--- config.mk ---
export PLATFORM = sky130hd
export DESIGN_NAME = round_robin_quantum_scheduler_flat
export DESIGN_NICKNAME = d
export VERILOG_FILES = /design/src/sv/rrqs_pkg.sv /design/src/sv/rrqs_in_if.sv /design/src/sv/rrqs_out_if.sv /design/src/sv/rrqs_cfg_if.sv /design/src/sv/rrqs_ram.sv /design/src/sv/rrqs_free.sv /design/src/sv/round_robin_quantum_scheduler.sv /design/src/flat_wrapper.sv
export SDC_FILE = /design/constraint.sdc
export NUM_CORES = 1
export LEC_CHECK = 0
export ABC_AREA = 1
export BUFFER_PORTS_ARGS = -buffer_cell sky130_fd_sc_hd__buf_2
export CORE_UTILIZATION = 55
export DETAILED_ROUTE_END_ITERATION = 7
export PLACE_DENSITY = 0.7
export RECOVER_POWER = 100
export SLEW_MARGIN = 30
export SYNTH_ARGS = -nofsm -noshare
export SYNTH_HDL_FRONTEND = slang
export SYNTH_HIERARCHICAL = 1
export SYNTH_SLANG_ARGS = --single-unit
--- constraint.sdc ---
create_clock -name i_clk -period 7.8 [get_ports i_clk]
set_input_delay 0.39 -clock i_clk [delete_from_list [all_inputs] [get_ports i_clk]]
set_output_delay 0.39 -clock i_clk [all_outputs]
set_load 0.05 [all_outputs]
--- src/sv/rrqs_pkg.sv ---
`timescale 1ns / 1ps
// Package for the round-robin quantum scheduler.
// Shared constants, codes and the result transaction type; no dependencies.
package rrqs_pkg;
    localparam int unsigned DEF_MAX_JOBS = 16;
    localparam logic [7:0]  QUANTUM_RESET = 8'd4;

    localparam logic MODE_ARRIVE = 1'b0;
    localparam logic MODE_TICK   = 1'b1;

    typedef enum logic [1:0] {
        ST_OK        = 2'd0,
        ST_BAD_TIME  = 2'd1,
        ST_LIST_FULL = 2'd2
    } t_status;

    typedef struct packed {
        logic [1:0]  status;
        logic [31:0] now;
        logic        running;
        logic [7:0]  run_job_id;
        logic        done_valid;
        logic [7:0]  done_user;
        logic [31:0] done_time;
    } t_result;
endpackage

--- src/sv/rrqs_in_if.sv ---
`timescale 1ns / 1ps
// Input channel: job arrival or tick transaction.
// Depends on nothing.
interface rrqs_in_if;
    logic        valid;
    logic        ready;
    logic        mode;
    logic [7:0]  job_id;
    logic [7:0]  user_id;
    logic [31:0] arrival_time;
    logic [15:0] job_length;
    modport source (output valid, mode, job_id, user_id, arrival_time, job_length,
                    input ready);
    modport sink   (input valid, mode, job_id, user_id, arrival_time, job_length,
                    output ready);
endinterface

--- src/sv/rrqs_out_if.sv ---
`timescale 1ns / 1ps
// Result channel of the scheduler.
// Depends on nothing.
interface rrqs_out_if;
    logic        valid;
    logic        ready;
    logic [1:0]  status;
    logic [31:0] now;
    logic        running;
    logic [7:0]  run_job_id;
    logic        done_valid;
    logic [7:0]  done_user;
    logic [31:0] done_time;
    modport source (output valid, status, now, running, run_job_id, done_valid,
                    done_user, done_time, input ready);
    modport sink   (input valid, status, now, running, run_job_id, done_valid,
                    done_user, done_time, output ready);
endinterface

--- src/sv/rrqs_cfg_if.sv ---
`timescale 1ns / 1ps
// Configuration write channel carrying the quantum register.
// Depends on nothing.
interface rrqs_cfg_if;
    logic       valid;
    logic       ready;
    logic [7:0] data;
    modport source (output valid, data, input ready);
    modport sink   (input valid, data, output ready);
endinterface

--- src/sv/rrqs_ram.sv ---
`timescale 1ns / 1ps
// Generic single-write, single-read RAM with registered read data.
// Depends on nothing.
module rrqs_ram #(
    parameter int unsigned WIDTH = 8,
    parameter int unsigned DEPTH = 16
) (
    input  logic                     i_clk,
    input  logic                     i_we,
    input  logic [$clog2(DEPTH)-1:0] i_waddr,
    input  logic [WIDTH-1:0]         i_wdata,
    input  logic                     i_re,
    input  logic [$clog2(DEPTH)-1:0] i_raddr,
    output logic [WIDTH-1:0]         o_rdata
);
    logic [WIDTH-1:0] r_mem [DEPTH];
    logic [WIDTH-1:0] r_rdata;

    always_ff @(posedge i_clk) begin
        if (i_we) begin
            r_mem[i_waddr] <= i_wdata;
        end
        if (i_re) begin
            r_rdata <= r_mem[i_raddr];
        end
    end

    assign o_rdata = r_rdata;
endmodule

--- src/sv/rrqs_free.sv ---
`timescale 1ns / 1ps
// Free-slot mask and lowest-free-slot finder.
// Depends on rrqs_pkg.
module rrqs_free import rrqs_pkg::*; #(
    parameter int unsigned MAX_JOBS = DEF_MAX_JOBS
) (
    input  logic                        i_clk,
    input  logic                        i_rst_n,
    input  logic                        i_alloc,
    input  logic                        i_release,
    input  logic [$clog2(MAX_JOBS)-1:0] i_rel_slot,
    output logic [$clog2(MAX_JOBS)-1:0] o_slot
);
    localparam int unsigned AW = $clog2(MAX_JOBS);

    logic [MAX_JOBS-1:0] r_free;
    logic [MAX_JOBS-1:0] n_free;

    always_comb begin
        o_slot = '0;
        for (int i = MAX_JOBS - 1; i >= 0; i--) begin
            if (r_free[i]) begin
                o_slot = AW'(i);
            end
        end
    end

    always_comb begin
        n_free = r_free;
        if (i_alloc) begin
            n_free[o_slot] = 1'b0;
        end
        if (i_release) begin
            n_free[i_rel_slot] = 1'b1;
        end
    end

    always_ff @(posedge i_clk) begin
        if (!i_rst_n) begin
            r_free <= '1;
        end else begin
            r_free <= n_free;
        end
    end
endmodule

--- src/sv/round_robin_quantum_scheduler.sv ---
`timescale 1ns / 1ps
// Round-robin scheduler with a time quantum; job list kept in one RAM.
// Arrival: result registered at accept when dropped; when queued, after S_A_LINK
// (non-empty list) and S_A_NEW. Tick: result registered at accept when idle,
// else after S_T_CUR and the unlink and run steps, each a RAM read or write-back.
// One transaction in flight; next accept once the result has been taken.
// Synchronous active-low reset; RAM contents are not cleared.
module round_robin_quantum_scheduler import rrqs_pkg::*; #(
    parameter int unsigned MAX_JOBS = DEF_MAX_JOBS
) (
    input  logic         i_clk,
    input  logic         i_rst_n,
    rrqs_in_if.sink      i_item,
    rrqs_out_if.source   o_result,
    rrqs_cfg_if.sink     i_cfg
);
    localparam int unsigned AW = $clog2(MAX_JOBS);
    localparam int unsigned OW = $clog2(MAX_JOBS + 1);

    typedef struct packed {
        logic [7:0]    job;
        logic [7:0]    user;
        logic [15:0]   rem;
        logic [AW-1:0] nxt;
        logic [AW-1:0] prv;
    } t_entry;

    typedef enum logic [3:0] {
        S_IDLE, S_A_LINK, S_A_NEW, S_T_CUR, S_T_PRV_RD, S_T_PRV_WB,
        S_T_NXT_RD, S_T_NXT_WB, S_T_RUN_RD, S_T_RUN
    } t_state;

    t_state        r_state;
    logic [7:0]    r_quantum;
    logic [7:0]    r_ql;
    logic [31:0]   r_tick;
    logic [AW-1:0] r_head;
    logic [AW-1:0] r_tail;
    logic [OW-1:0] r_occ;
    logic [AW-1:0] r_cur;
    logic          r_cv;
    logic          r_is_tail;
    logic [AW-1:0] r_slot;
    t_entry        r_new;
    t_entry        r_e;
    t_result       r_out;
    logic          r_out_valid;

    logic          acc;
    logic          arr_ok;
    logic          is_head;
    logic          is_tail;
    logic          rel;
    logic [AW-1:0] free_slot;
    logic          ram_we;
    logic [AW-1:0] ram_waddr;
    t_entry        ram_wdata;
    logic          ram_re;
    logic [AW-1:0] ram_raddr;
    t_entry        rd;

    assign i_item.ready = (r_state == S_IDLE) && !r_out_valid;
    assign acc          = i_item.valid && i_item.ready;
    assign arr_ok       = acc && (i_item.mode == MODE_ARRIVE)
                          && (i_item.arrival_time == r_tick + 32'd1)
                          && (r_occ != OW'(MAX_JOBS));
    assign is_head      = (r_cur == r_head);
    assign is_tail      = (r_cur == r_tail);
    assign rel          = (r_state == S_T_CUR) && (rd.rem == 16'd0);
    assign i_cfg.ready  = 1'b1;

    assign o_result.valid      = r_out_valid;
    assign o_result.status     = r_out.status;
    assign o_result.now        = r_out.now;
    assign o_result.running    = r_out.running;
    assign o_result.run_job_id = r_out.run_job_id;
    assign o_result.done_valid = r_out.done_valid;
    assign o_result.done_user  = r_out.done_user;
    assign o_result.done_time  = r_out.done_time;

    rrqs_free #(.MAX_JOBS(MAX_JOBS)) u_free (
        .i_clk      (i_clk),
        .i_rst_n    (i_rst_n),
        .i_alloc    (arr_ok),
        .i_release  (rel),
        .i_rel_slot (r_cur),
        .o_slot     (free_slot)
    );

    rrqs_ram #(.WIDTH($bits(t_entry)), .DEPTH(MAX_JOBS)) u_ram (
        .i_clk   (i_clk),
        .i_we    (ram_we),
        .i_waddr (ram_waddr),
        .i_wdata (ram_wdata),
        .i_re    (ram_re),
        .i_raddr (ram_raddr),
        .o_rdata (rd)
    );

    always_comb begin
        ram_we    = 1'b0;
        ram_waddr = r_cur;
        ram_wdata = rd;
        ram_re    = 1'b0;
        ram_raddr = r_cur;
        case (r_state)
            S_IDLE: begin
                if (acc && i_item.mode == MODE_TICK && r_cv) begin
                    ram_re = 1'b1;
                end else if (arr_ok && r_occ != '0) begin
                    ram_re    = 1'b1;
                    ram_raddr = r_tail;
                end
            end
            S_A_LINK: begin
                ram_we        = 1'b1;
                ram_waddr     = r_new.prv;
                ram_wdata.nxt = r_slot;
            end
            S_A_NEW: begin
                ram_we    = 1'b1;
                ram_waddr = r_slot;
                ram_wdata = r_new;
            end
            S_T_PRV_RD: begin
                ram_re    = 1'b1;
                ram_raddr = r_e.prv;
            end
            S_T_PRV_WB: begin
                ram_we        = 1'b1;
                ram_waddr     = r_e.prv;
                ram_wdata.nxt = r_e.nxt;
            end
            S_T_NXT_RD: begin
                ram_re    = 1'b1;
                ram_raddr = r_e.nxt;
            end
            S_T_NXT_WB: begin
                ram_we        = 1'b1;
                ram_waddr     = r_e.nxt;
                ram_wdata.prv = r_e.prv;
            end
            S_T_RUN_RD: begin
                ram_re = r_cv;
            end
            S_T_RUN: begin
                ram_we        = (rd.rem != 16'd0);
                ram_wdata.rem = rd.rem - 16'd1;
            end
            default: begin
            end
        endcase
    end

    always_ff @(posedge i_clk) begin
        if (!i_rst_n) begin
            r_state     <= S_IDLE;
            r_quantum   <= QUANTUM_RESET;
            r_ql        <= QUANTUM_RESET;
            r_tick      <= '0;
            r_head      <= '0;
            r_tail      <= '0;
            r_occ       <= '0;
            r_cur       <= '0;
            r_cv        <= 1'b0;
            r_out_valid <= 1'b0;
        end else begin
            if (r_out_valid && o_result.ready) begin
                r_out_valid <= 1'b0;
            end
            case (r_state)
                S_IDLE: begin
                    if (acc) begin
                        r_out <= '0;
                        if (i_item.mode == MODE_ARRIVE) begin
                            r_out.now <= r_tick + 32'd1;
                            if (i_item.arrival_time != r_tick + 32'd1) begin
                                r_out.status <= ST_BAD_TIME;
                                r_out_valid  <= 1'b1;
                            end else if (!arr_ok) begin
                                r_out.status <= ST_LIST_FULL;
                                r_out_valid  <= 1'b1;
                            end else begin
                                r_out.status <= ST_OK;
                                r_slot       <= free_slot;
                                r_new        <= '{job: i_item.job_id, user: i_item.user_id,
                                                  rem: i_item.job_length, nxt: '0,
                                                  prv: r_tail};
                                r_tail       <= free_slot;
                                r_occ        <= r_occ + OW'(1);
                                if (r_occ == '0) begin
                                    r_head <= free_slot;
                                end
                                if (!r_cv) begin
                                    r_cur <= (r_occ == '0) ? free_slot : r_head;
                                    r_cv  <= 1'b1;
                                end
                                r_state <= (r_occ == '0) ? S_A_NEW : S_A_LINK;
                            end
                        end else begin
                            r_tick    <= r_tick + 32'd1;
                            r_out.now <= r_tick + 32'd1;
                            if (r_cv) begin
                                r_state <= S_T_CUR;
                            end else begin
                                r_out_valid <= 1'b1;
                            end
                        end
                    end
                end
                S_A_LINK: begin
                    r_state <= S_A_NEW;
                end
                S_A_NEW: begin
                    r_out_valid <= 1'b1;
                    r_state     <= S_IDLE;
                end
                S_T_CUR: begin
                    r_e       <= rd;
                    r_is_tail <= is_tail;
                    if (rd.rem == 16'd0) begin
                        r_out.done_valid <= 1'b1;
                        r_out.done_user  <= rd.user;
                        r_out.done_time  <= r_tick - 32'd1;
                        r_occ            <= r_occ - OW'(1);
                        r_cv             <= (r_occ != OW'(1));
                        r_ql             <= r_quantum - 8'd1;
                        if (is_head && !is_tail) begin
                            r_head <= rd.nxt;
                            r_cur  <= rd.nxt;
                        end else begin
                            r_cur <= r_head;
                        end
                        if (is_tail && !is_head) begin
                            r_tail <= rd.prv;
                        end
                        if (!is_head) begin
                            r_state <= S_T_PRV_RD;
                        end else if (!is_tail) begin
                            r_state <= S_T_NXT_RD;
                        end else begin
                            r_state <= S_T_RUN_RD;
                        end
                    end else begin
                        if (r_ql == 8'd0) begin
                            r_ql <= r_quantum - 8'd1;
                            if (!is_tail) begin
                                r_cur <= rd.nxt;
                            end
                        end else begin
                            r_ql <= r_ql - 8'd1;
                        end
                        r_state <= S_T_RUN_RD;
                    end
                end
                S_T_PRV_RD: begin
                    r_state <= S_T_PRV_WB;
                end
                S_T_PRV_WB: begin
                    r_state <= r_is_tail ? S_T_RUN_RD : S_T_NXT_RD;
                end
                S_T_NXT_RD: begin
                    r_state <= S_T_NXT_WB;
                end
                S_T_NXT_WB: begin
                    r_state <= S_T_RUN_RD;
                end
                S_T_RUN_RD: begin
                    if (r_cv) begin
                        r_state <= S_T_RUN;
                    end else begin
                        r_out_valid <= 1'b1;
                        r_state     <= S_IDLE;
                    end
                end
                S_T_RUN: begin
                    if (rd.rem != 16'd0) begin
                        r_out.running    <= 1'b1;
                        r_out.run_job_id <= rd.job;
                    end
                    r_out_valid <= 1'b1;
                    r_state     <= S_IDLE;
                end
                default: begin
                    r_state <= S_IDLE;
                end
            endcase
            if (i_cfg.valid) begin
                r_quantum <= i_cfg.data;
                r_ql      <= i_cfg.data;
            end
        end
    end
endmodule

--- src/flat_wrapper.sv ---
// flat-port wrapper written by rule: the top's interface ports become plain ports
module round_robin_quantum_scheduler_flat import rrqs_pkg::*;
#(
    parameter int unsigned MAX_JOBS = DEF_MAX_JOBS
)
  (i_clk, i_rst_n, i_item_valid, i_item_mode, i_item_job_id, i_item_user_id, i_item_arrival_time, i_item_job_length, i_item_ready, o_result_valid, o_result_status, o_result_now, o_result_running, o_result_run_job_id, o_result_done_valid, o_result_done_user, o_result_done_time, o_result_ready, i_cfg_valid, i_cfg_data, i_cfg_ready);
  rrqs_in_if i_item_i ();
  rrqs_out_if o_result_i ();
  rrqs_cfg_if i_cfg_i ();
  input  logic i_clk;
  input  logic i_rst_n;
  input wire logic [$bits(i_item_i.valid)-1:0] i_item_valid;
  input wire logic [$bits(i_item_i.mode)-1:0] i_item_mode;
  input wire logic [$bits(i_item_i.job_id)-1:0] i_item_job_id;
  input wire logic [$bits(i_item_i.user_id)-1:0] i_item_user_id;
  input wire logic [$bits(i_item_i.arrival_time)-1:0] i_item_arrival_time;
  input wire logic [$bits(i_item_i.job_length)-1:0] i_item_job_length;
  output wire logic [$bits(i_item_i.ready)-1:0] i_item_ready;
  output wire logic [$bits(o_result_i.valid)-1:0] o_result_valid;
  output wire logic [$bits(o_result_i.status)-1:0] o_result_status;
  output wire logic [$bits(o_result_i.now)-1:0] o_result_now;
  output wire logic [$bits(o_result_i.running)-1:0] o_result_running;
  output wire logic [$bits(o_result_i.run_job_id)-1:0] o_result_run_job_id;
  output wire logic [$bits(o_result_i.done_valid)-1:0] o_result_done_valid;
  output wire logic [$bits(o_result_i.done_user)-1:0] o_result_done_user;
  output wire logic [$bits(o_result_i.done_time)-1:0] o_result_done_time;
  input wire logic [$bits(o_result_i.ready)-1:0] o_result_ready;
  input wire logic [$bits(i_cfg_i.valid)-1:0] i_cfg_valid;
  input wire logic [$bits(i_cfg_i.data)-1:0] i_cfg_data;
  output wire logic [$bits(i_cfg_i.ready)-1:0] i_cfg_ready;
  assign i_item_i.valid = i_item_valid;
  assign i_item_i.mode = i_item_mode;
  assign i_item_i.job_id = i_item_job_id;
  assign i_item_i.user_id = i_item_user_id;
  assign i_item_i.arrival_time = i_item_arrival_time;
  assign i_item_i.job_length = i_item_job_length;
  assign i_item_ready = i_item_i.ready;
  assign o_result_valid = o_result_i.valid;
  assign o_result_status = o_result_i.status;
  assign o_result_now = o_result_i.now;
  assign o_result_running = o_result_i.running;
  assign o_result_run_job_id = o_result_i.run_job_id;
  assign o_result_done_valid = o_result_i.done_valid;
  assign o_result_done_user = o_result_i.done_user;
  assign o_result_done_time = o_result_i.done_time;
  assign o_result_i.ready = o_result_ready;
  assign i_cfg_i.valid = i_cfg_valid;
  assign i_cfg_i.data = i_cfg_data;
  assign i_cfg_ready = i_cfg_i.ready;
  round_robin_quantum_scheduler #(.MAX_JOBS(MAX_JOBS)) u_core (.i_clk(i_clk), .i_rst_n(i_rst_n), .i_item(i_item_i), .o_result(o_result_i), .i_cfg(i_cfg_i));
endmodule
* After elaboration in Yosys (flattened, before gate mapping)
Memories as Yosys holds them, arrays and structs flattened. A register that Yosys moved wholly into a read port is not among the register bits.
Index checks and enable logic that the tools add are counted.
** Storage, ports and cells
- Memories kept :: 1
- Output and inout port bits :: 87
- Register bits after elaboration :: 220
- Logic and storage cells :: 214
- RAM bits :: 640
- Input bits :: 78
** Operators by class
- Muxes and demuxes :: 102
- Equality and inequality tests :: 28
- Bitwise gates (word level) :: 5
- Reductions and logical operators :: 40
- Magnitude comparators :: 4
- Add/sub/neg operators :: 7
** Memory list
- u_core.u_ram.r_mem :: words 16, bits a word 40, read ports 1, clocked after memory_dff 1, wr ports 1, RTL line rrqs_ram.sv:16 : logic [WIDTH-1:0] r_mem [DEPTH];
** Operators with widths (number)
- 2-to-1 mux 4 bit :: 49
- case mux 41 bit (2 select lines) :: 1
- 2-to-1 mux 50 bit :: 1
- 2-to-1 mux 16 bit :: 3
- 2-to-1 mux 41 bit :: 1
- adder 32 x 1 -> 32 bit (second input constant) :: 1
- == test 32 bit :: 1
- 2-to-1 mux 8 bit :: 4
- != test 32 bit :: 1
- case mux 16 bit (2 select lines) :: 1
- case mux 4 bit (2 select lines) :: 4
- case mux 4 bit (8 select lines) :: 1
- subtractor 32 x 1 -> 32 bit (second input constant) :: 1
- 2-to-1 mux 5 bit :: 5
- case mux 4 bit (3 select lines) :: 2
- case mux 9 bit (2 select lines) :: 1
- 2-to-1 mux 1 bit :: 17
- AND 16 bit :: 1
- == test 4 x 3 -> 1 bit (second input constant) :: 4
- logical NOT 16 bit :: 1
- inverter 16 bit :: 1
- bitwise OR 16 bit :: 1
- case mux 4 bit (4 select lines) :: 1
- nonzero test 16 bit :: 1
- 38 further kinds :: 82

* Depth between registers and ports, before layout
Gate-level depths: netlist of run 1.
- Word-level depth :: 25
- Depth in mapped cells :: 30
- Gate-level depth less buffers :: 27

* Hierarchy
Netlist of run 1, hierarchy kept.
** Modules (own cells, without submodules)
- rrqs_ram :: cells each 2643, instances 1, seq. area each 20419.6 um^2, area an instance 28691.3 um^2
- round_robin_quantum_scheduler :: cells each 1488, instances 1, seq. area each 5415.2 um^2, area an instance 11489.8 um^2
- rrqs_free :: cells each 164, instances 1, seq. area each 320.3 um^2, area an instance 1063.5 um^2

* Worst setup path before layout of run 1
OpenSTA, ideal clock, no wires.
- Path type :: reg2reg
- From :: register u_core.r_state[1]
- To :: register u_core/r_new[0] in the netlist's numbering, enable pin
- Path buffers :: 0
- Stages on the path, launching flop included :: 12
- Arrival time :: 6.150 ns
- Data required time :: 7.263 ns
- Library setup time :: 0.537 ns
- Setup slack :: 1.113 ns
- Clock period less this slack :: 6.687 ns
- Cell sequence :: dfxtp_1 -> nor2_1 -> nand2_1 -> nor2_2 -> inv_1 -> nor2_1 -> nand2_1 -> inv_1 -> o21ai_0 -> inv_1 -> nand4_4 -> nor4_1
** On the way
- Word-level cells in the longest chain between the ends :: 7
** RTL lines
- start, declared :: RTL line round_robin_quantum_scheduler.sv:33 : t_state r_state;
- start signal, assigned :: RTL line round_robin_quantum_scheduler.sv:198 : r_state <= (r_occ == '0) ? S_A_NEW : S_A_LINK;
- start signal, assigned :: RTL line round_robin_quantum_scheduler.sv:260 : r_state <= r_is_tail ? S_T_RUN_RD : S_T_NXT_RD;
- logical NOT 4 bit * :: RTL line round_robin_quantum_scheduler.sv:62 : assign i_item.ready = (r_state == S_IDLE) && !r_out_valid;
- logical AND 1 bit * :: RTL line round_robin_quantum_scheduler.sv:62
- via i_item_ready :: RTL line flat_wrapper.sv:18 : output wire logic [$bits(i_item_i.ready)-1:0] i_item_ready;
- logical AND 1 bit * :: RTL line round_robin_quantum_scheduler.sv:63 : assign acc = i_item.valid && i_item.ready;
- logical AND 1 bit :: RTL line round_robin_quantum_scheduler.sv:64 : assign arr_ok = acc && (i_item.mode == MODE_ARRIVE)
- logical AND 1 bit :: RTL line round_robin_quantum_scheduler.sv:65 : && (i_item.arrival_time == r_tick + 32'd1)
- logical AND 1 bit :: RTL line round_robin_quantum_scheduler.sv:66 : && (r_occ != OW'(MAX_JOBS));
- AND reduction 6 bit (no line) *
- end signal, assigned :: RTL line round_robin_quantum_scheduler.sv:186 : r_new <= '{job: i_item.job_id, user: i_item.user_id,
- end, declared :: RTL line round_robin_quantum_scheduler.sv:44 : t_entry r_new;
The timed path passes the listed nets; every way through them passes the cells marked *.
A chain may end at the register's enable or synchronous reset.

* Worst setup path in the final report of run 1
- From :: register u_core.r_state[3]
- To :: memory u_core/u_ram/r_mem[2][11] in the netlist's numbering, enable pin
** On the way
- Elaborated cells on any way between the ends :: 10
- Classes of those cells :: eq/ne (5); mux (4); reduce/logical (1)
** RTL lines
- == test 4 x 3 -> 1 bit (tied with other cells) :: RTL line round_robin_quantum_scheduler.sv:106 : case (r_state)
- case mux 4 bit (4 select lines) * :: RTL line round_robin_quantum_scheduler.sv:106
- via u_core.ram_waddr[1] :: RTL line round_robin_quantum_scheduler.sv:56 : logic [AW-1:0] ram_waddr;
- end, declared :: RTL line rrqs_ram.sv:16
Marks and branches as above.

==> impl_summary.txt, run 1 <==
----------------------------------------------------
[Floorplanning]
  Core region area ... between 70000 and 80000 µm²
  Cell Rows ... 100
  Number of top-level pins ... 165
  Starting density of the core ... a little under three fifths
  Full die area ... roughly 76000 µm²
  Die span in y ... between 200 and 300 µm
  Horizontal die dimension ... around 280 µm

[STA]
  Unrepaired setup endpoints after global routing ... no
  Ratio of final minimum period to clock period ... approximately 87%
  Final-report hold violation count ... 0
  Transition at the pin with the smallest max-transition slack ... approximately 4 ns
  Highest achievable clock rate ... ~150 MHz
  Fin Setup TNS ... 0 ns
  Clk_skew ... 0.0368 ns
  Setup violators final ... 0
  Final worst-path setup slack ... 1.04 ns
  Max Slew Vio Count ... about 1000
  Clock period minus worst slack ... between 6 and 7 ns
  Slew headroom ... -174%

[Pwr]
  Leakage power ... around 19 nW
  Power density normalized to cell area ... between 200 and 250 nW/µm²
  Maximum VDD drop ... 0.186 mV

[Route]
  Average wire per standard cell ... 19.2 µm
  Final wirelength ... between 100 and 150 mm
  Post-detailed-route DRC marker count ... 0
  Via total after detailed routing ... between 30000 and 40000
  Number of routed nets with antenna violations ... 0
  Vias per inst ... about 5.5
  Iteration-0 DRC Markers ... between 3000 and 4000
  DRT Pass-1 Iters ... 7

[Global routing]
  Total gr overflow ... 0
  Met1 usage ... between 30% and 40%
  Total global routing track utilization ... approximately 28%
  GR met3 Demand/Resource ... under 10%
  Vias in the first global route ... between 20000 and 30000
  Met2 demand-to-capacity share in global routing ... a little under half
  Largest net degree at the start of global routing ... approximately 160
  Global route hottest layer ... met2
  Number of antenna violations at the first check in global routing ... 2
  First-pass GRT wire length ... 160 mm

[Worst setup path]
  Arrival time at the worst endpoint ... about 7.0 ns
  Critical-path top delay cell ... sky130_fd_sc_hd__nor2_1
  R2r worst-path depth ... 11
  Critical register-to-register path endpoint ... u_core/u_ram/r_mem[2][11]
  CP Capture Type ... register
  Register-to-register path setup slack ... between 1 and 1.5 ns
  Start point of the critical path ... u_core/r_state[3]
  List of cells traversed by the critical path ... nor2_1 -> nand2_1 -> inv_1 -> a21oi_1 -> inv_1 -> nor2_1 -> nand2_1 -> o211ai_1 -> nand2_1 -> nor2_1 -> clkbuf_1
  Critical path's largest stage delay ... between 2 and 2.5 ns
  Setup crit start kind ... register
  Setup Crit Path Kind ... register to register
  Crit Reg-Reg Startpoint ... u_core/r_state[3]
  Maximum fanout along the worst path ... 22
  Worst EP required ... 7.99 ns

[Final layout]
  Layout Area Growth over Synthesis ... 11.1%
  Count of fill cells added during filler insertion ... 6157
  NumNets Final ... 4568
  Total area of multi-input combinational cells ... around 11000 µm²
  Final core utilization ... between 60% and 70%
  FF+latch area ... about 26000 µm²
  Share of cells above drive strength 1 ... between 6 and 7%

[Place]
  Half-perimeter wire length after placement ... between 50 and 60 mm
  IO buf count ... around 160
  Worst slack after detailed placement ... 2.12 ns
  Gpl congestion ... about 0.94

[Job]
  Number of violations of the max-capacitance limit ... 29

[Yosys]
  Dominant combinational cell family by area after synthesis ... simple AND/OR/NAND/NOR gates
  Cell area after synthesis ... about 41000 µm²
  Number of nets in the synthesized netlist ... approximately 4400
  Fraction of the mapped netlist area in compound gates ... around 3.4%
  Gate count of the mapped netlist ... between 4000 and 5000
  Primary flip-flop cell chosen by synthesis mapping ... sky130_fd_sc_hd__edfxtp_1
  Area share of xor/xnor cells in the synthesized design ... less than 1%
  Simple-gate area share of the yosys netlist ... between 20% and 30%
  Area contributors post-synth ... sky130_fd_sc_hd__edfxtp_1 (59%), sky130_fd_sc_hd__nand2_1 (11%), sky130_fd_sc_hd__nand3_1 (7.5%), sky130_fd_sc_hd__inv_1 (6.5%), sky130_fd_sc_hd__dfxtp_1 (4.2%)
  Proportion of synthesized flip-flops having asynchronous set or reset ... 0%
  Number of enable flip-flop cells after synthesis ... 813
  Number of warning messages in the yosys log ... 6
  Yosys top cell by area ... sky130_fd_sc_hd__edfxtp_1
  Average size of a mapped cell ... ~9.6 µm²
  Multiplexer area fraction after synthesis ... less than 1%
  Top-area cell type share of the netlist area ... between 50 and 60%
  Synth Register Bits ... 900
  Seq/Total Area, Yosys ... a little under two thirds
  Count of different cell masters after synthesis ... 60
  Adder and majority gate portion of the synthesized area ... less than 1%

[Outcome]
  Status ... complete, but fails checks
  Violated checks ... max-capacitance violations, max-slew violations

[CTS]
  Inserted Clock Buffers ... 93
  CTS HTree Levels ... 3
  Buffer depth of the longest clock path ... 3
  Clock transition at the registers of the reported paths ... 0.06 ns
  TritonCTS clock tree ... done
  Post-cts gate resize count ... 0
  Later-pin clock latency in the skew report ... ~0.65 ns
  Clock Tree Root ... sky130_fd_sc_hd__clkbuf_16
  Number of sinks on the clock net ... 900

[Hold path]
  Count of cells along the worst hold path ... 3
  Class of the worst hold path ... primary input to register
  Worst min-delay path endpoint ... u_core/r_quantum[2]
  Startpoint of the most critical hold path ... i_cfg_data[2]

----------------------------------------------------
==> worst max-delay path: cells and delay by family (launching register included) <==
kind                   cells  cell delay (ns)
AO/OA/AOI/OAI              2             0.62
buffers and inverters      3             1.98
flip-flops                 1             0.44
AND/OR/NAND/NOR            6             3.27
==> how the worst max path moves through the flow <==
stage                                           end  slack [ns]  cells past startpoint
after global routing        u_core/u_ram/o_rdata[4]        0.87                     23
after global placement     u_core/u_ram/o_rdata[26]        2.20                     20
after floorplan                     u_core/r_new[0]        1.11                     11
after CTS                   u_core/u_ram/o_rdata[6]        2.09                     20
final                     u_core/u_ram/r_mem[2][11]        1.04                     11
after detailed placement   u_core/u_ram/o_rdata[27]        2.12                     20
==> where the power goes <==
group          switching [mW]  leakage [nW]  internal (mW)
Combinational           0.406          9.49          0.146
Clock                    1.84          1.48           2.57
Sequential             0.0402          8.08           5.29
Total                    2.28          19.0           8.00
==> cell usage after synthesis (all sizes together), types with 3 or more instances <==
cell    instances
nor3b           3
nand4          21
o311ai          4
inv           720
nor4            7
dfxtp          87
clkbuf         56
a21oi          84
xnor2           9
nand3b         14
o22ai           8
xor2           18
nand2        1278
or2             6
nor3           21
nand3         626
ha              9
o221ai         11
clkinv          7
nor2          223
buf           120
o211ai         21
edfxtp        813
o21ai          98
a31oi          14
==> flip-flops by register name, indices dropped and copies added (netlist names) <==
name / cells
u_core/o_result.valid: 1
u_core/r_cur: 4
u_core/o_result.done_valid: 1
u_core/r_slot: 4
u_core/r_cv: 1
u_core/u_ram/r_mem: 640
u_core/o_result.running: 1
u_core/u_ram/o_rdata: 40
u_core/o_result.done_time: 32
u_core/o_result.now: 32
u_core/r_is_tail: 1
u_core/r_state: 4
u_core/r_quantum: 8
u_core/r_tail: 4
u_core/r_tick: 32
u_core/u_free/r_free: 16
u_core/o_result.run_job_id: 8
u_core/o_result.done_user: 8
u_core/r_head: 4
u_core/r_new: 36
u_core/r_ql: 8
u_core/r_e: 8
u_core/o_result.status: 2
u_core/r_occ: 5
==> area by class of cell <==
type,count,share of cell area (%)
Sequential cell,900,57.1
Multi-Input combinational cell,2492,24.7
Inverter,727,5.98
Clock buffer,110,5.33
Timing Repair Buffer,267,3.05
Tap cell,969,2.64
Clock inverter,55,1.24
Antenna cell,1,0.00546
==> cell usage in the layout (no fill, tap or decap), types with 29 or more instances in the layout <==
cell,count
sky130_fd_sc_hd__dfxtp_1,87
sky130_fd_sc_hd__clkbuf_16,95
sky130_fd_sc_hd__clkbuf_1,162
sky130_fd_sc_hd__nor2_1,200
sky130_fd_sc_hd__dlygate4sd3_1,32
sky130_fd_sc_hd__nand2_1,1268
sky130_fd_sc_hd__edfxtp_1,813
sky130_fd_sc_hd__inv_1,710
sky130_fd_sc_hd__o21ai_0,96
sky130_fd_sc_hd__a21oi_1,82
sky130_fd_sc_hd__nand3_1,618
sky130_fd_sc_hd__buf_2,72
sky130_fd_sc_hd__clkinv_1,29
==> cells by family (layout without fill, tap and decap cells) <==
| kind of cell | count (synthesis) | count (layout) |
|---|---|---|
| mux | 2 | 2 |
| xor+xnor | 28 | 28 |
| other cells | 1 | 2 |
| buf+inv | 903 | 1159 |
| simple gates | 2204 | 2204 |
| compound gates | 248 | 248 |
| flops | 900 | 900 |
| fa+ha+maj | 9 | 9 |
==> layer usage <==
layer | up-vias | part of all wire (%)
li1 | 14400 | -
met3 | 243 | 9.1
met2 | 1419 | 47
met1 | 14200 | 41
met4 | 0 | 3.5
met5 | - | 0
==> timing repair <==
item	CTS	global route
buffers inserted	0	0
hold endpoints to repair	32	0
hold buffers	32	0
==> per-stage QoR <==
step / hold WS [ns] / std cells / cell area (µm²) / power [mW]
2_1_floorplan: 0.429 / 4295 / 41200 / 5.81
3_3_place_gp: 0.442 / 5310 / 43000 / 5.96
3_5_place_dp: 0.443 / 5316 / 43100 / 5.98
4_1_cts: 0.00898 / 5513 / 46500 / 10.3
5_1_grt: 0.0201 / 5520 / 45800 / 10.6
6_report: 0.0373 / 5521 / 45800 / 10.3
Note: power is estimated with default switching activity, not from simulation.
==> run 2, diff against run 1 <==
- GPL_TIMING_DRIVEN: default -> 0
- REMOVE_ABC_BUFFERS: default -> 1
==> impl_summary.txt, run 2 (synthesis gave the netlist of run 1 again) <==
----------------------------------------------------
[Outcome]
  Status ... complete, but fails checks
  Violated checks ... max-capacitance violations, max-slew violations

[Final layout]
  Count of fill cells added during filler insertion ... 5901 (-4.2%)
  Register with the highest flop count ... u_core/u_ram/r_mem
  Most common cell after layout, fill and taps aside ... sky130_fd_sc_hd__nand2_1
  Final core utilization ... 63.3% (+1.6 points)
  NumNets Final ... 4594 (+0.57%)
  FF+latch area ... 26200 µm² (unchanged)
  Max FFs per register ... 640 (unchanged)
  Layout Area Growth over Synthesis ... 14.0%
  ANT cells ... 0 (-1)
  Total area of multi-input combinational cells ... 11300 µm² (about the same)
  Commonest cells after routing, fill and taps aside ... sky130_fd_sc_hd__nand2_1 (1267), sky130_fd_sc_hd__edfxtp_1 (813), sky130_fd_sc_hd__inv_1 (708)
  Share of cells above drive strength 1 ... 7.27% (+1.2 points)

[Worst setup path]
  Critical path's largest stage delay ... 1.26 ns (-0.76 ns)
  Cell depth of the worst setup path ... 13 (+2)
  R2r worst-path depth ... 13 (+2)
  List of cells traversed by the critical path ... nor2_1 -> nand2_1 -> clkinvlp_2 -> clkbuf_1 -> a21oi_1 -> inv_1 -> nor2_1 -> nand2_1 -> o211ai_1 -> nand2_1 -> nor2_1 -> buf_16 -> buf_16
  Critical-path top delay cell ... sky130_fd_sc_hd__nor2_1
  Family of cells with the greatest summed delay on the critical path ... buffers and inverters
  Setup crit start kind ... register
  Setup Crit Path Kind ... register to register
  Maximum fanout along the worst path ... 29 (+32%)
  Start point of the critical path ... u_core/r_state[3]
  Crit path buf inv count ... 5 (+2)
  CP Capture Type ... register
  Register-to-register path setup slack ... 0.75 ns (-0.29 ns)
  Arrival time at the worst endpoint ... 7.39 ns (+0.44 ns)
  Worst EP required ... 8.14 ns (+0.15 ns)
  Crit Reg-Reg Startpoint ... u_core/r_state[3]

[STA]
  Ratio of final minimum period to clock period ... 90.4% (+3.7 points)
  Setup violators final ... 0 (unchanged)
  Highest achievable clock rate ... 142 MHz (-4.1%)
  Final-report hold violation count ... 0 (unchanged)
  Max Slew Vio Count ... 332 (-68%)
  Transition at the pin with the smallest max-transition slack ... 2.20 ns (-1.91 ns)
  Slew headroom ... -47.8% (+130 points)
  Clk_skew ... 0.0315 ns (-0.00522 ns)
  Clock period minus worst slack ... 7.05 ns (+0.287 ns)
  Unrepaired setup endpoints after global routing ... no

[Route]
  Iteration-0 DRC Markers ... 3325 (-1.8%)
  Average wire per standard cell ... 19.6 µm (+2.1%)
  Final wirelength ... 109 mm (+2.6%)
  Number of routed nets with antenna violations ... 0 (unchanged)
  Vias per inst ... 5.53 (+0.77%)
  Post-detailed-route DRC marker count ... 0 (unchanged)
  Via total after detailed routing ... 30700 (+1.3%)
  DRT Pass-1 Iters ... 5 (-2)

[Floorplanning]
  Die span in y ... 276 µm (unchanged)
  Number of top-level pins ... 165 (unchanged)
  Core region area ... 74300 µm² (unchanged)
  Cell Rows ... 100 (unchanged)
  Horizontal die dimension ... 276 µm (unchanged)
  Starting density of the core ... 55.5% (unchanged)
  Full die area ... 76100 µm² (unchanged)

[Place]
  Half-perimeter wire length after placement ... 67.0 mm (+16%)
  Gpl congestion ... 0.928 (-0.92%)
  IO buf count ... 163 (unchanged)

[Pwr]
  Maximum VDD drop ... 0.166 mV (-11%)
  Post-route total power ... 10.3 mW (-0.30%)
  Power density normalized to cell area ... 218 nW/µm² (-2.8%)
  Leakage power ... 19.5 nW (+2.5%)

[CTS]
  Number of buffers inserted by post-CTS setup repair ... 0 (unchanged)
  Number of sinks on the clock net ... 900 (unchanged)
  Later-pin clock latency in the skew report ... 0.66 ns (about the same)
  Inserted Clock Buffers ... 91 (-2.2%)
  CTS HTree Levels ... 3 (unchanged)
  Hold-fix buffers at CTS ... 33 (+3.1%)
  Buffer depth of the longest clock path ... 3 (unchanged)
  TritonCTS clock tree ... done
  Clock transition at the registers of the reported paths ... 0.06 ns (about the same)
  Clock Tree Root ... sky130_fd_sc_hd__clkbuf_16
  Post-cts gate resize count ... 0 (unchanged)

[Hold path]
  Startpoint of the most critical hold path ... i_cfg_data[6]
  Count of cells along the worst hold path ... 3 (unchanged)
  Class of the worst hold path ... primary input to register

[Global routing]
  Largest net degree at the start of global routing ... 136 (-16%)
  Total gr overflow ... 0 (unchanged)
  Total global routing track utilization ... 28.5% (+0.80 points)
  Number of antenna violations at the first check in global routing ... 0 (-2)
  First-pass GRT wire length ... 164 mm (+2.0%)
  Vias in the first global route ... 29300 (+3.6%)

[Job]
  Number of violations of the max-capacitance limit ... 13 (-55%)

----------------------------------------------------
[run 2: cell types whose count changed in the layout (fill, tap and decap cells not counted), sizes merged]
cell and change:
clkbuf -19, inv +2, dlygate4sd3 +1, clkinv -8, buf +47, clkinvlp +6, bufinv -1, diode -1
[run 2: path summary, 6_finish.rpt]
check | end
worst max-delay path | u_core/u_ram/r_mem[10][35]
worst min-delay path | u_core/r_quantum[6]
worst max register to register | u_core/u_ram/r_mem[10][35]
worst min register to register | u_core/u_free/r_free[6]
[run 2: area by class of cell]
cell class	instances	area share (%)
clock buffers	111	5.18
flip-flops and latches	900	55.6
multi-input cells	2492	24.1
well taps	969	2.58
repair buffers	295	5.51
clock inverters	54	1.15
inverters	727	5.89
[run 2: power by group]
part | switching (mW) | internal, mW
sequential | 0.0406 | 5.29
clock | 1.84 | 2.53
combinational | 0.409 | 0.150
[run 2: worst min-delay path, delay by kind of cell]
family | cells | cell delay (ns)
and+or+nand+nor | 1 | 0.08
buffers and inverters | 1 | 0.09
AOI/OAI and AO/OA | 1 | 0.07
[run 2: metrics by stage]
stage	worst slack (ns)	hold WS (ns)	instances	TNS, ns	area (µm²)
floorplan	-5.64	0.429	4119	-225.54	40300
global placement	-15.99	0.445	5251	-1223.52	42300
detailed placement	1.78	0.452	5341	0	44500
CTS	1.69	0.00430	5539	0	47900
global route	0.670	0.0336	5548	0	47000
finish	0.749	0.0400	5548	0	47000
[run 2: per-layer routing]
layer,wire [µm],up-vias,GRT usage [%]
li1,-,14500,-
met1,43400,14500,37.9
met2,52000,1397,47.1
met3,9040,284,3.83
met4,4270,0,12.3
met5,0,-,0
